--- src/hw/rtl/grs_pkg.sv ---
// grs_pkg: shared types and constants of the graph reachable set unit
// item structs, adjacency store control, register codes
// no dependencies
`timescale 1ns / 1ps
`default_nettype none

package grs_pkg;

  localparam int NODE_W        = 6;
  localparam int COUNT_W       = 7;
  localparam int CFG_IDX_W     = 2;
  localparam int CFG_DATA_W    = 7;
  localparam int MAX_NODES_DEF = 64;

  localparam logic [CFG_IDX_W-1:0] CFG_NODE_COUNT = 2'd0;
  localparam logic [CFG_IDX_W-1:0] CFG_START_NODE = 2'd1;

  localparam logic [COUNT_W-1:0] NODE_COUNT_RESET = 7'd64;
  localparam logic [NODE_W-1:0]  START_NODE_RESET = 6'd0;

  typedef struct packed {
    logic [NODE_W-1:0] edge_a;
    logic [NODE_W-1:0] edge_b;
    logic              edge_valid;
    logic              last_edge;
  } edge_item_t;

  typedef struct packed {
    logic [NODE_W-1:0] node;
    logic              last_node;
    logic              bad_start;
  } result_item_t;

  typedef struct packed {
    logic              wr;
    logic              clear;
    logic [NODE_W-1:0] a;
    logic [NODE_W-1:0] b;
    logic [NODE_W-1:0] rd_addr;
  } adj_ctl_t;

endpackage

`default_nettype wire

--- src/hw/rtl/grs_stack.sv ---
// grs_stack: pending node stack, one write and one registered read per cycle
// depends on grs_pkg for the default depth
`timescale 1ns / 1ps
`default_nettype none

module grs_stack #(
  parameter int MAX_NODES = grs_pkg::MAX_NODES_DEF,
  parameter int NW        = $clog2(MAX_NODES)
) (
  input  wire logic          clk,
  input  wire logic          we,
  input  wire logic [NW-1:0] waddr,
  input  wire logic [NW-1:0] wdata,
  input  wire logic [NW-1:0] raddr,
  output logic [NW-1:0]      rdata
);

  logic [NW-1:0] mem [MAX_NODES];

  always_ff @(posedge clk) begin
    if (we) begin
      mem[waddr] <= wdata;
    end
    rdata <= mem[raddr];
  end

endmodule

`default_nettype wire

--- config.mk ---
export PLATFORM = sky130hd
export DESIGN_NAME = grs_stack
export DESIGN_NICKNAME = d
export VERILOG_FILES = /design/src/hw/rtl/grs_pkg.sv /design/src/hw/rtl/grs_stack.sv
export SDC_FILE = /design/constraint.sdc
export NUM_CORES = 1
export LEC_CHECK = 0
export BUFFER_PORTS_ARGS = -buffer_cell sky130_fd_sc_hd__buf_2
export CORE_MARGIN = 10
export CORE_UTILIZATION = 61
export DETAILED_ROUTE_END_ITERATION = 8
export GPL_ROUTABILITY_DRIVEN = 0
export GPL_TIMING_DRIVEN = 1
export PLACE_DENSITY_LB_ADDON = 0.2
export REMOVE_ABC_BUFFERS = 1
export SLEW_MARGIN = 20
export SYNTH_ARGS = -nofsm -noshare
export SYNTH_HDL_FRONTEND = slang
export SYNTH_SLANG_ARGS = --single-unit
--- constraint.sdc ---
create_clock -name clk -period 2.3 [get_ports clk]
set_input_delay 0.345 -clock clk [delete_from_list [all_inputs] [get_ports clk]]
set_output_delay 0.345 -clock clk [all_outputs]
set_load 0.02 [all_outputs]
== Yosys cells after proc, flatten, opt, wreduce, memory -nomap -nowiden ==
Memories as Yosys holds them, arrays and structs flattened. A register that Yosys moved wholly into a read port is not among the register bits.
Cells that the tools add are included.
Word-level totals
  flip-flop bits (word level): 0
  RAM bits: 384
  output and inout port bits: 6
  logic and storage cells: 3
  memories: 1
Operators by class
  multiplexer cells: 2
Memories
  mem: words 64, bits a word 6, read ports 1, clocked after memory_dff 1, wr ports 1, line grs_stack.sv:18  | logic [NW-1:0] mem [MAX_NODES];
Operators with widths (count)
  $mux W1: 2

== Logic depth before layout (Yosys ltp) ==
Gate-level depths: netlist of run 1.
  word-level depth: 2
  gate-level depth with buffers: 7

== Worst setup path after synthesis of run 1 ==
No wires, ideal clock.
  kind: input to register
  start: input raddr[0]
  end: register rdata[0], read port of mem
  arrival: 1773 ps
  required time: 2183 ps
  path slack: 409 ps
  stages on the path: 7
  cell sequence: buf_6 buf_6 buf_4 mux4_2 o22ai_1 o21ai_1 a32o_1
RTL lines
  from (decl): line grs_stack.sv:14  | input wire logic [NW-1:0] raddr,
  to (decl): line grs_stack.sv:15  | output logic [NW-1:0] rdata

==> results of run 1 <==
[layer usage]
layer,up-vias,part of all wire
li1,3278,-
met1,4042,0.38
met2,422,0.50
met3,80,0.086
met4,0,0.027
met5,-,0
[where the power goes]
group          internal (uW)  switching (uW)  leakage, uW
clock                   3360            2540     0.000577
combinational            326             480      0.00166
sequential              7860            23.3      0.00351
total                  11500            3040      0.00574
[cell type report]
| type | count | area share |
|---|---|---|
| Sequential cell | 390 | 0.6612 |
| Clock inverter | 24 | 0.008236 |
| Clock buffer | 46 | 0.05929 |
| Timing Repair Buffer | 130 | 0.05943 |
| Tap cell | 324 | 0.02300 |
| Multi-Input combinational cell | 291 | 0.1886 |
| Antenna cell | 2 | 0.0002840 |
[path summary, 6_finish.rpt]
kind                    from          to  slack [ps]  cells past startpoint
setup / recovery  mem[41][2]    rdata[2]         330                      6
setup reg to reg  mem[41][2]    rdata[2]         330                      6
hold / removal      waddr[1]  mem[48][1]         310                      2
hold reg to reg   mem[37][0]    rdata[0]         840                      4
[worst max-delay path: cells and delay by family, from the launching register on]
kind	cells	cell delay, ps
AO/OA/AOI/OAI	3	650
buffers and inverters	1	180
flip-flops	1	360
multiplexers	1	520
AND/OR/NAND/NOR	1	150
[synthesized netlist by cell type, drive strengths merged]
master and count:
nor3b 1, and2 1, nand2 8, mux2 9, or2 2, dfxtp 6, clkbuf 16, a32o 3
nor2 67, o221ai 9, a211oi 6, a22oi 3, nor2b 8, o22a 6, nand3b 4, or3 2
o22ai 12, and3b 1, a21oi 6, nand2b 5, mux4 93, a221oi 3, nand4b 1, o21ai 6
nand3 11, edfxtp 384, or3b 2, nor3 5, buf 23, mux2i 15, nand4 2
[cells in the final DEF (no fill, tap or decap), types with 6 or more instances in the layout]
cell type  instances
a211oi_1           6
buf_12            10
edfxtp_1         384
clkinv_1          12
nand2_1            8
mux4_2            87
o21ai_1            6
mux2i_1           15
nor2b_1            8
a21oi_1            6
nor2_1            67
buf_2             23
mux4_1             6
dfxtp_1            6
clkbuf_16         41
buf_4             96
mux2_2             9
o22a_1             6
o221ai_1           9
nand3_1           11
o22ai_1           12
clkinv_2           6
[sequential cells by signal, summed over array words and instances (netlist names)]
signal,cells
mem,384
rdata,6
[through the flow]
stage | total power, uW | std cells | setup slack (ps) | area (um2) | hold slack [ps]
6_report | 14590 | 1207 | 330.5 | 17620 | 311.1
5_1_grt | 14990 | 1205 | 249.6 | 17620 | 305.9
4_1_cts | 14670 | 1205 | 300.2 | 17620 | 280.8
3_5_place_dp | 8844 | 1135 | -33.60 | 16430 | 793.2
3_3_place_gp | 8819 | 1135 | -40.31 | 16430 | 807.9
2_1_floorplan | 8356 | 681 | 718.8 | 14970 | 443.9
[kinds of logic after synthesis]
kind of cell	Yosys count	synth area share
buf+inv	39	0.01652
flops	390	0.7652
simple gates	120	0.03673
mux	117	0.1556
compound gates	54	0.02597
==> results.txt, run 1 <==
Kind of capture point of the worst setup path: flip-flop
Achievable frequency: 507.8 MHz
Cell variety after synth: 37
Detailed-route DRC error count: 0
Total clock buffers created by CTS: 38
Width of the die: 178.0 um
Leading area contributor after synthesis: edfxtp_1
GRT met2 Usage: 0.3514
Total area of multi-input combinational cells: 0.003323 mm2
Clock network latency to the later pin of the worst-skew pair: 530 ps
Via count of the first global-routing pass: 8,157
Post-detailed-placement half-perimeter wirelength: 21,700 um
Critical path startpoint category: flip-flop
I/O pin count: 26
Run status: finished clean
Worst vdd rail ir drop: 0.0006965 V
Wire length of the first global-routing pass: 51,230 um
Hold violation count in the final report: 0
Met3 routing resource usage after global routing: 0.03911
Unrepaired setup endpoints after global routing: false
Hold/Removal Path Class: input pin to flip-flop
CTS Root Cell: clkbuf_16
# H-tree levels: 2
Die Footprint: 0.03168 mm2
Flop and latch count out of synthesis: 390
Post-layout util: 0.7204
WP data required: 2710 ps
1st-iter DRT viols: 895
Number of port buffers: 25
Clock net sink count: 390
Global routing's busiest layer: met2
Number of hold buffers added after cts: 0
Largest net degree at the start of global routing: 41
Number of pins with negative max-slew slack in the final report: 0
WL per Instance: 27.99 um
LEAKAGE: 0.005744 uW
Rows: 57
Routed vias/inst: 6.481
Global-route track usage on met1: 0.3024
Net count, final: 871
Setup Crit Path Kind: flip-flop to flip-flop
First-pass iteration count of the detailed router: 5
Worst-case clock skew: 15.73 ps
Global-route total usage across every layer: 0.2185
Share of the yosys chip area belonging to registers: 0.7652
Max FO, Critical Path: 1
Die Y: 178.0 um
Filler Cell Count: 1,411
Synth top area share: 0.7573
Worst slew margin relative to its limit: 0.4672
Slew at the pin closest to its max-slew limit: 799.2 ps
Initial antenna violation count: 1
Number of warnings printed during yosys synthesis: 0
TritonCTS clock tree: built
Area overhead of the layout relative to synthesis: 15.74%
Maximum root-to-sink buffer count: 3
Core Area: 0.02446 mm2
Worst-path clk slew: 60 ps
Post-CTS Setup Repair Bufs: 0
Post-synthesis cell area: 0.01523 mm2
Flip-flop and latch area: 0.01165 mm2
Sum of negative setup slack: 0 ps
Power density normalized to cell area: 827.8 mW/mm2
Min Tclk post-route: 1969 ps
Count of maximum capacitance violations: 0
Cell at the slowest stage of the critical path: mux4_1
Critical Path AT: 2380 ps
Mean post-synth cell area: 21.15 um2
Share of post-route cells with drive strength above 1: 0.3224
Post-route ant nets: 0
Via Count: 7,822
Overflow left after global routing: 0
Largest incremental delay on the critical path: 520 ps
Effective utilization at floorplan: 0.6224
Post-Synthesis Cells: 720
Setup violators final: 0
Crit path cell chain: mux4_1 > nor2b_1 > a211oi_1 > buf_4 > a21oi_1 > a32o_1
Gates resized, CTS repair: 0
Total Wirelength: 33,780 um
Portion of the clock cycle consumed by the worst path in the final layout: 0.8563
Top post-synthesis cells by area: edfxtp_1 76%, mux4_2 13%, nor2_1 1.7%
No activity file was read; power rests on OpenSTA's default activity.
==> run 2, diff against run 1 <==
Settings changed: ABC_AREA set to 1, PLACE_DENSITY set to 0.79, PLACE_DENSITY_LB_ADDON 0.2 to not set.
==> results.txt, run 2 <==
Post-CTS Setup Repair Bufs: 0 (unchanged)
Number of flops mapped to enable cells by yosys: 384 (unchanged)
Internal portion of total power: 11,650 uW (+0.88%)
TritonCTS clock tree: built
Post-place instance area: 0.01688 mm2 (+2.8%)
Number of warnings printed during yosys synthesis: 0 (unchanged)
Setup Crit Path Kind: flip-flop to output port
Max FO, Critical Path: 1 (unchanged)
Placed Cells: 1,739 (+53%)
Rows: 59 (+3.5%)
Post-route ant nets: 0 (unchanged)
Largest register by flop count: mem
Hold/Removal Path Class: input pin to flip-flop
Clock network latency to the later pin of the worst-skew pair: 540 ps (about the same)
Effective utilization at floorplan: 0.6148 (-0.007618)
Setup violators final: 0 (unchanged)
Biggest registers after layout: mem (384), rdata (6)
I/O pin count: 26 (unchanged)
Final Worst Setup Slack: 847.1 ps (+516.5 ps)
Critical path startpoint category: flip-flop
Portion of the clock cycle consumed by the worst path in the final layout: 0.6317 (-0.2246)
Core Area: 0.02591 mm2 (+5.9%)
Post-layout util: 0.6989 (-0.02145)
Net count, final: 1,465 (+68%)
Critical Path AT: 1110 ps (-1270 ps)
Global-route total usage across every layer: 0.2294 (+0.01091)
Total Wirelength: 38,350 um (+14%)
Cell at the slowest stage of the critical path: dfxtp_1
Largest delay contributor family on the critical path: flip-flops
Via count of the first global-routing pass: 10,640 (+30%)
Filler Cell Count: 1,764 (+25%)
Unrepaired setup endpoints after global routing: false
Die Footprint: 0.03298 mm2 (+4.1%)
Cell variety after synth: 14 (-62%)
Main flop type after synthesis: edfxtp_1
Number of flip-flops in the largest register: 384 (unchanged)
Count of maximum capacitance violations: 0 (unchanged)
Post-route cell area: 0.01811 mm2 (+2.8%)
Top library cells by usage in the layout, fill and taps aside: 486 x nand2_1, 384 x edfxtp_1, 331 x nand3_1, 73 x buf_4, 56 x nor2_1
Worst-case clock skew: 26.50 ps (+10.77 ps)
Min Tclk post-route: 1453 ps (-516.5 ps)
Die Y: 181.6 um (+2.0%)
Worst vdd rail ir drop: 0.0006141 V (-12%)
Async set-reset flop share out of synthesis: 0 (unchanged)
Worst slew margin relative to its limit: 0.5893 (+0.1221)
Hold violation count in the final report: 0 (unchanged)
Leading area contributor after synthesis: edfxtp_1
Number of hold buffers added after cts: 0 (unchanged)
Crit path cell chain: buf_2
Sum of buffers and inverters on the critical path: 1 (unchanged)
WP data required: 1960 ps (-750 ps)
# H-tree levels: 2 (unchanged)
WL per Instance: 21.17 um (-24%)
Worst-path clk slew: 60 ps (about the same)
Post-Synthesis Cells: 1,376 (+91%)
Largest net degree at the start of global routing: 121 (+200%)
Achievable frequency: 688.3 MHz (+36%)
First-pass iteration count of the detailed router: 7 (+2)
Initial antenna violation count: 0 (-1)
Switching Power: 3260 uW (+7.2%)
Wire length of the first global-routing pass: 59,950 um (+17%)
Flop and latch count out of synthesis: 390 (unchanged)
Cell types with the highest counts after synthesis: 486 x nand2_1, 384 x edfxtp_1, 331 x nand3_1, 56 x nor2_1, 43 x buf_2
Final Non-Filler Cells: 1,811 (+50%)
Slew at the pin closest to its max-slew limit: 613.8 ps (-185.4 ps)
Post-detailed-placement half-perimeter wirelength: 22,210 um (+2.3%)
Synth top area share: 0.7238 (-0.03349)
Number of port buffers: 25 (unchanged)
Maximum root-to-sink buffer count: 3 (unchanged)
Share of post-route cells with drive strength above 1: 0.1139 (-0.2085)
Overflow left after global routing: 0 (unchanged)
Number of pins with negative max-slew slack in the final report: 0 (unchanged)
Most frequent standard cell in the layout excluding fill and tap cells: nand2_1
Pre-CTS WS: 413.1 ps (+446.7 ps)
Part of the power in registers: 0.529 (-0.012)
Power density normalized to cell area: 823.1 mW/mm2 (-0.56%)
Mean post-synth cell area: 11.58 um2 (-45%)
Width of the die: 181.6 um (+2.0%)
Top post-synthesis cells by area: edfxtp_1 72%, nand2_1 11%, nand3_1 10%
Routed vias/inst: 6.072 (-6.3%)
Clock net sink count: 390 (unchanged)
Via Count: 11,000 (+41%)
Area overhead of the layout relative to synthesis: 13.68%
Run status: finished clean
Worst hold slack across all endpoints: 159.0 ps (-152.1 ps)
Post-synthesis cell area: 0.01593 mm2 (+4.6%)
Switching portion of total power: 0.2187 (+0.01015)
CTS Root Cell: clkbuf_16
Comb pwr share: 0.065 (+0.010)
Share of the yosys chip area belonging to registers: 0.7314 (-0.03384)
1st-iter DRT viols: 1,497 (+67%)
LEAKAGE: 0.006690 uW (+16%)
Gates resized, CTS repair: 0 (unchanged)
Largest incremental delay on the critical path: 380 ps (-140 ps)
Total clock buffers created by CTS: 39 (+2.6%)
Power share of the clock group: 0.406 (+0.002)
Detailed-route DRC error count: 0 (unchanged)
Kind of capture point of the worst setup path: output port
Most frequent cell after synthesis: nand2_1
[run 2: cell count changes after synthesis, sizes merged, moves of 11 or more]
| cell | delta |
|---|---|
| inv | +12 |
| nand3 | +320 |
| buf | +46 |
| o22ai | -12 |
| mux2i | -15 |
| nor2 | -11 |
| nand2 | +478 |
| mux4 | -93 |
[run 2: final cells by class]
type / instances / area, um2 / share of cell area
Multi-Input combinational cell: 890 / 3797 / 0.2097
Clock buffer: 54 / 1125 / 0.06211
Timing Repair Buffer: 112 / 968.4 / 0.05348
Inverter: 12 / 47.55 / 0.002625
Antenna cell: 1 / 2.502 / 0.0001382
Sequential cell: 390 / 11650 / 0.6434
Clock inverter: 17 / 98.84 / 0.005458
Tap cell: 335 / 419.2 / 0.02314
[run 2: per-layer routing]
metal  global-route usage  vias to the layer above  part of all wire
met2               0.3587                      668              0.47
met4              0.08363                        0             0.032
li1                     -                     4969                 -
met5                    0                        -                 0
met3              0.05249                      101              0.11
met1               0.3094                     5259              0.39
[run 2: logic make-up after synthesis]
group	after synthesis	synth area share
simple gates	890	0.2384
flops	390	0.7314
buf+inv	96	0.03024
[run 2: through the flow]
step	TNS, ps	power (uW)
after floorplan	-941.3	8454
after detailed placement	0	8982
after CTS	0	14960
after global placement	0	8961
after global routing	0	15340
final	0	14910
[run 2: power groups by stage]
stage | Sequential (uW) | Clock [uW] | Combinational [uW]
6_report | 7890 | 6050 | 968
5_1_grt | 7890 | 6410 | 1050
4_1_cts | 7890 | 6120 | 953
3_5_place_dp | 8040 | 0 | 945
3_3_place_gp | 8040 | 0 | 925
2_1_floorplan | 8050 | 0 | 407
[run 2: worst register-to-register path: stages, from the launching register on]
cell and delay [ps]:
edfxtp_1 390, nand2_1 90, nand3_1 90, nand3_1 90, nand2_1 100, nand2_1 70, nand3_1 140, nand3_1 130
nand2_1 60
[run 2: path summary, 6_finish.rpt]
kind | startpoint | endpoint | slack [ps] | depth (start not counted)
max reg2reg | mem[53][0] | rdata[0] | 1050 | 8
min reg2reg | mem[57][2] | rdata[2] | 840 | 8
min | raddr[5] | rdata[4] | 160 | 3
max | rdata[2] | rdata[2] | 850 | 1
==> run 3, diff against run 2 <==
Clock period 2.3 ns to 1.4 ns, I/O delays scaled along.
==> results.txt, run 3 (same netlist as run 2, synthesis figures left out) <==
Area overhead of the layout relative to synthesis: 16.47%
Reg-to-reg critical path endpoint: rdata[1]
Overflow left after global routing: 0 (unchanged)
Largest net degree at the start of global routing: 65 (-46%)
Count of cells along the worst hold path: 3 (unchanged)
Count of maximum capacitance violations: 0 (unchanged)
Post-route ant nets: 0 (unchanged)
Net count, final: 1,513 (+3.3%)
Post-place instance area: 0.01734 mm2 (+2.7%)
Placed Cells: 1,787 (+2.8%)
Final Worst Setup Slack: 50.80 ps (-796.3 ps)
Achievable frequency: 741.2 MHz
Run status: finished clean
Core Area: 0.02591 mm2 (unchanged)
Start of the worst register-to-register path: mem[21][1]
Sum of buffers and inverters on the critical path: 1 (unchanged)
Hold_sp: raddr[5]
# H-tree levels: 2 (unchanged)
Power density normalized to cell area: 1321 mW/mm2 (+60%)
Worst vdd rail ir drop: 0.001137 V (+85%)
Crit path cell chain: buf_2
Part of the power in registers: 0.529 (about the same)
Switching portion of total power: 0.2174 (-0.001241)
Worst-case clock skew: 9.940 ps (-16.56 ps)
Sum of negative setup slack: 0 ps (unchanged)
Hold violation count in the final report: 0 (unchanged)
R2R depth: 8 (unchanged)
WP data required: 1190 ps (-770 ps)
Post-CTS Setup Repair Bufs: 0 (unchanged)
Worst min-delay path endpoint: rdata[3]
1st-iter DRT viols: 1,401 (-6.4%)
Critical Path AT: 1140 ps (+30 ps)
Clock network latency to the later pin of the worst-skew pair: 520 ps (-20 ps)
I/O pin count: 26 (unchanged)
Initial antenna violation count: 0 (unchanged)
Via count of the first global-routing pass: 10,820 (+1.7%)
LEAKAGE: 0.006942 uW (+3.8%)
Number of flip-flops in the largest register: 384 (unchanged)
Global-route total usage across every layer: 0.2357 (+0.006371)
Number of pins with negative max-slew slack in the final report: 0 (unchanged)
Rows: 59 (unchanged)
Number of hold buffers added after cts: 0 (unchanged)
WL per Instance: 21.26 um (+0.42%)
Number of port buffers: 25 (unchanged)
Routed vias/inst: 6.012 (-1.0%)
Comb pwr share: 0.070 (+0.005)
Share of post-route cells with drive strength above 1: 0.1407 (+0.02680)
Internal portion of total power: 19,180 uW (+65%)
Maximum root-to-sink buffer count: 3 (unchanged)
Power share of the clock group: 0.401 (-0.005)
Total Wirelength: 39,490 um (+3.0%)
TritonCTS clock tree: built
Post-detailed-placement half-perimeter wirelength: 24,290 um (+9.4%)
Max FO, Critical Path: 1 (unchanged)
Die Y: 181.6 um (unchanged)
Critical path startpoint category: flip-flop
Largest delay contributor family on the critical path: flip-flops
Worst-path clk slew: 60 ps (about the same)
Pre-CTS WS: -311.0 ps (-724.1 ps)
Post-route total power: 24,510 uW (+64%)
Kind of capture point of the worst setup path: output port
Switching Power: 5330 uW (+64%)
Largest incremental delay on the critical path: 410 ps (+30 ps)
Worst slew margin relative to its limit: 0.4642 (-0.1251)
Post-route cell area: 0.01855 mm2 (+2.5%)
Hold/Removal Path Class: input pin to flip-flop
Unrepaired setup endpoints after global routing: false
Most frequent standard cell in the layout excluding fill and tap cells: nand2_1
Final Non-Filler Cells: 1,857 (+2.5%)
CTS Root Cell: clkbuf_16
Wire length of the first global-routing pass: 61,110 um (+1.9%)
Worst R2R Setup Slack: 100 ps (-950 ps)
First-pass iteration count of the detailed router: 6 (-1)
Largest register by flop count: mem
Setup Crit Path Kind: flip-flop to output port
Slew at the pin closest to its max-slew limit: 802.8 ps (+189.0 ps)
Min Tclk post-route: 1349 ps
Effective utilization at floorplan: 0.6148 (unchanged)
Biggest registers after layout: mem (384), rdata (6)
Detailed-route DRC error count: 0 (unchanged)
Total clock buffers created by CTS: 39 (unchanged)
Clock net sink count: 390 (unchanged)
Die Footprint: 0.03298 mm2 (unchanged)
Portion of the clock cycle consumed by the worst path in the final layout: 0.9637
Cell at the slowest stage of the critical path: dfxtp_1
Via Count: 11,160 (+1.5%)
Width of the die: 181.6 um (unchanged)
Setup violators final: 0 (unchanged)
Top library cells by usage in the layout, fill and taps aside: 486 x nand2_1, 384 x edfxtp_1, 330 x nand3_1, 113 x buf_4, 56 x nor2_1
==> run 3: cell count changes in the layout (fill, tap and decap cells not counted), sizes merged <==
cell	previous run	this run
buf	112	160
clkinv	16	11
clkinvlp	0	2
bufinv	1	2
==> run 3: repair_timing <==
| action | in CTS | in global routing |
|---|---|---|
| hold endpoints to repair | 0 | 0 |
| resized for setup | 0 | 1 |
| setup endpoints to repair | 0 | 1 |
==> run 3: metrics by stage <==
step,util,hold WS [ps]
finish,0.7161,35.38
global route,0.7160,34.70
CTS,0.7158,9.734
detailed placement,0.6694,555.9
global placement,0.6694,560.7
floorplan,-,308.9
==> run 3: final cells by class <==
cell class	instances	area [um2]
Timing Repair Buffer	160	1429
Clock buffer	54	1075
Multi-Input combinational cell	890	3802
Fill cell	1671	7357
Sequential cell	390	11650
Tap cell	335	419.2
Antenna cell	1	2.502
Inverter	12	47.55
Clock inverter	15	127.6
==> run 3: power groups by stage <==
| stage | Combinational (uW) | Clock [uW] | Sequential [uW] |
|---|---|---|---|
| final | 1720 | 9830 | 13000 |
| after global routing | 1850 | 10400 | 13000 |
| after CTS | 1690 | 9950 | 13000 |
| after detailed placement | 1670 | 0 | 13200 |
| after global placement | 1630 | 0 | 13200 |
| after floorplan | 668 | 0 | 13200 |
==> run 3: per-layer routing <==
layer | share of wire | GRT usage | vias up
met2 | 0.48 | 0.3845 | 656
met5 | 0 | 0 | -
met1 | 0.38 | 0.3078 | 5337
met3 | 0.10 | 0.04294 | 111
met4 | 0.033 | 0.09404 | 0
li1 | - | - | 5060
==> run 3: worst max path at each step <==
stage / cells after the start / to / slack, ps / start
2_1_floorplan: 9 / rdata[0] / -930 / raddr[0]
3_3_place_gp: 11 / rdata[2] / -270 / raddr[0]
3_5_place_dp: 11 / rdata[2] / -310 / raddr[0]
4_1_cts: 1 / rdata[2] / 50 / rdata[2]
5_1_grt: 8 / rdata[1] / 4 / mem[21][1]
6_report: 1 / rdata[2] / 50 / rdata[2]
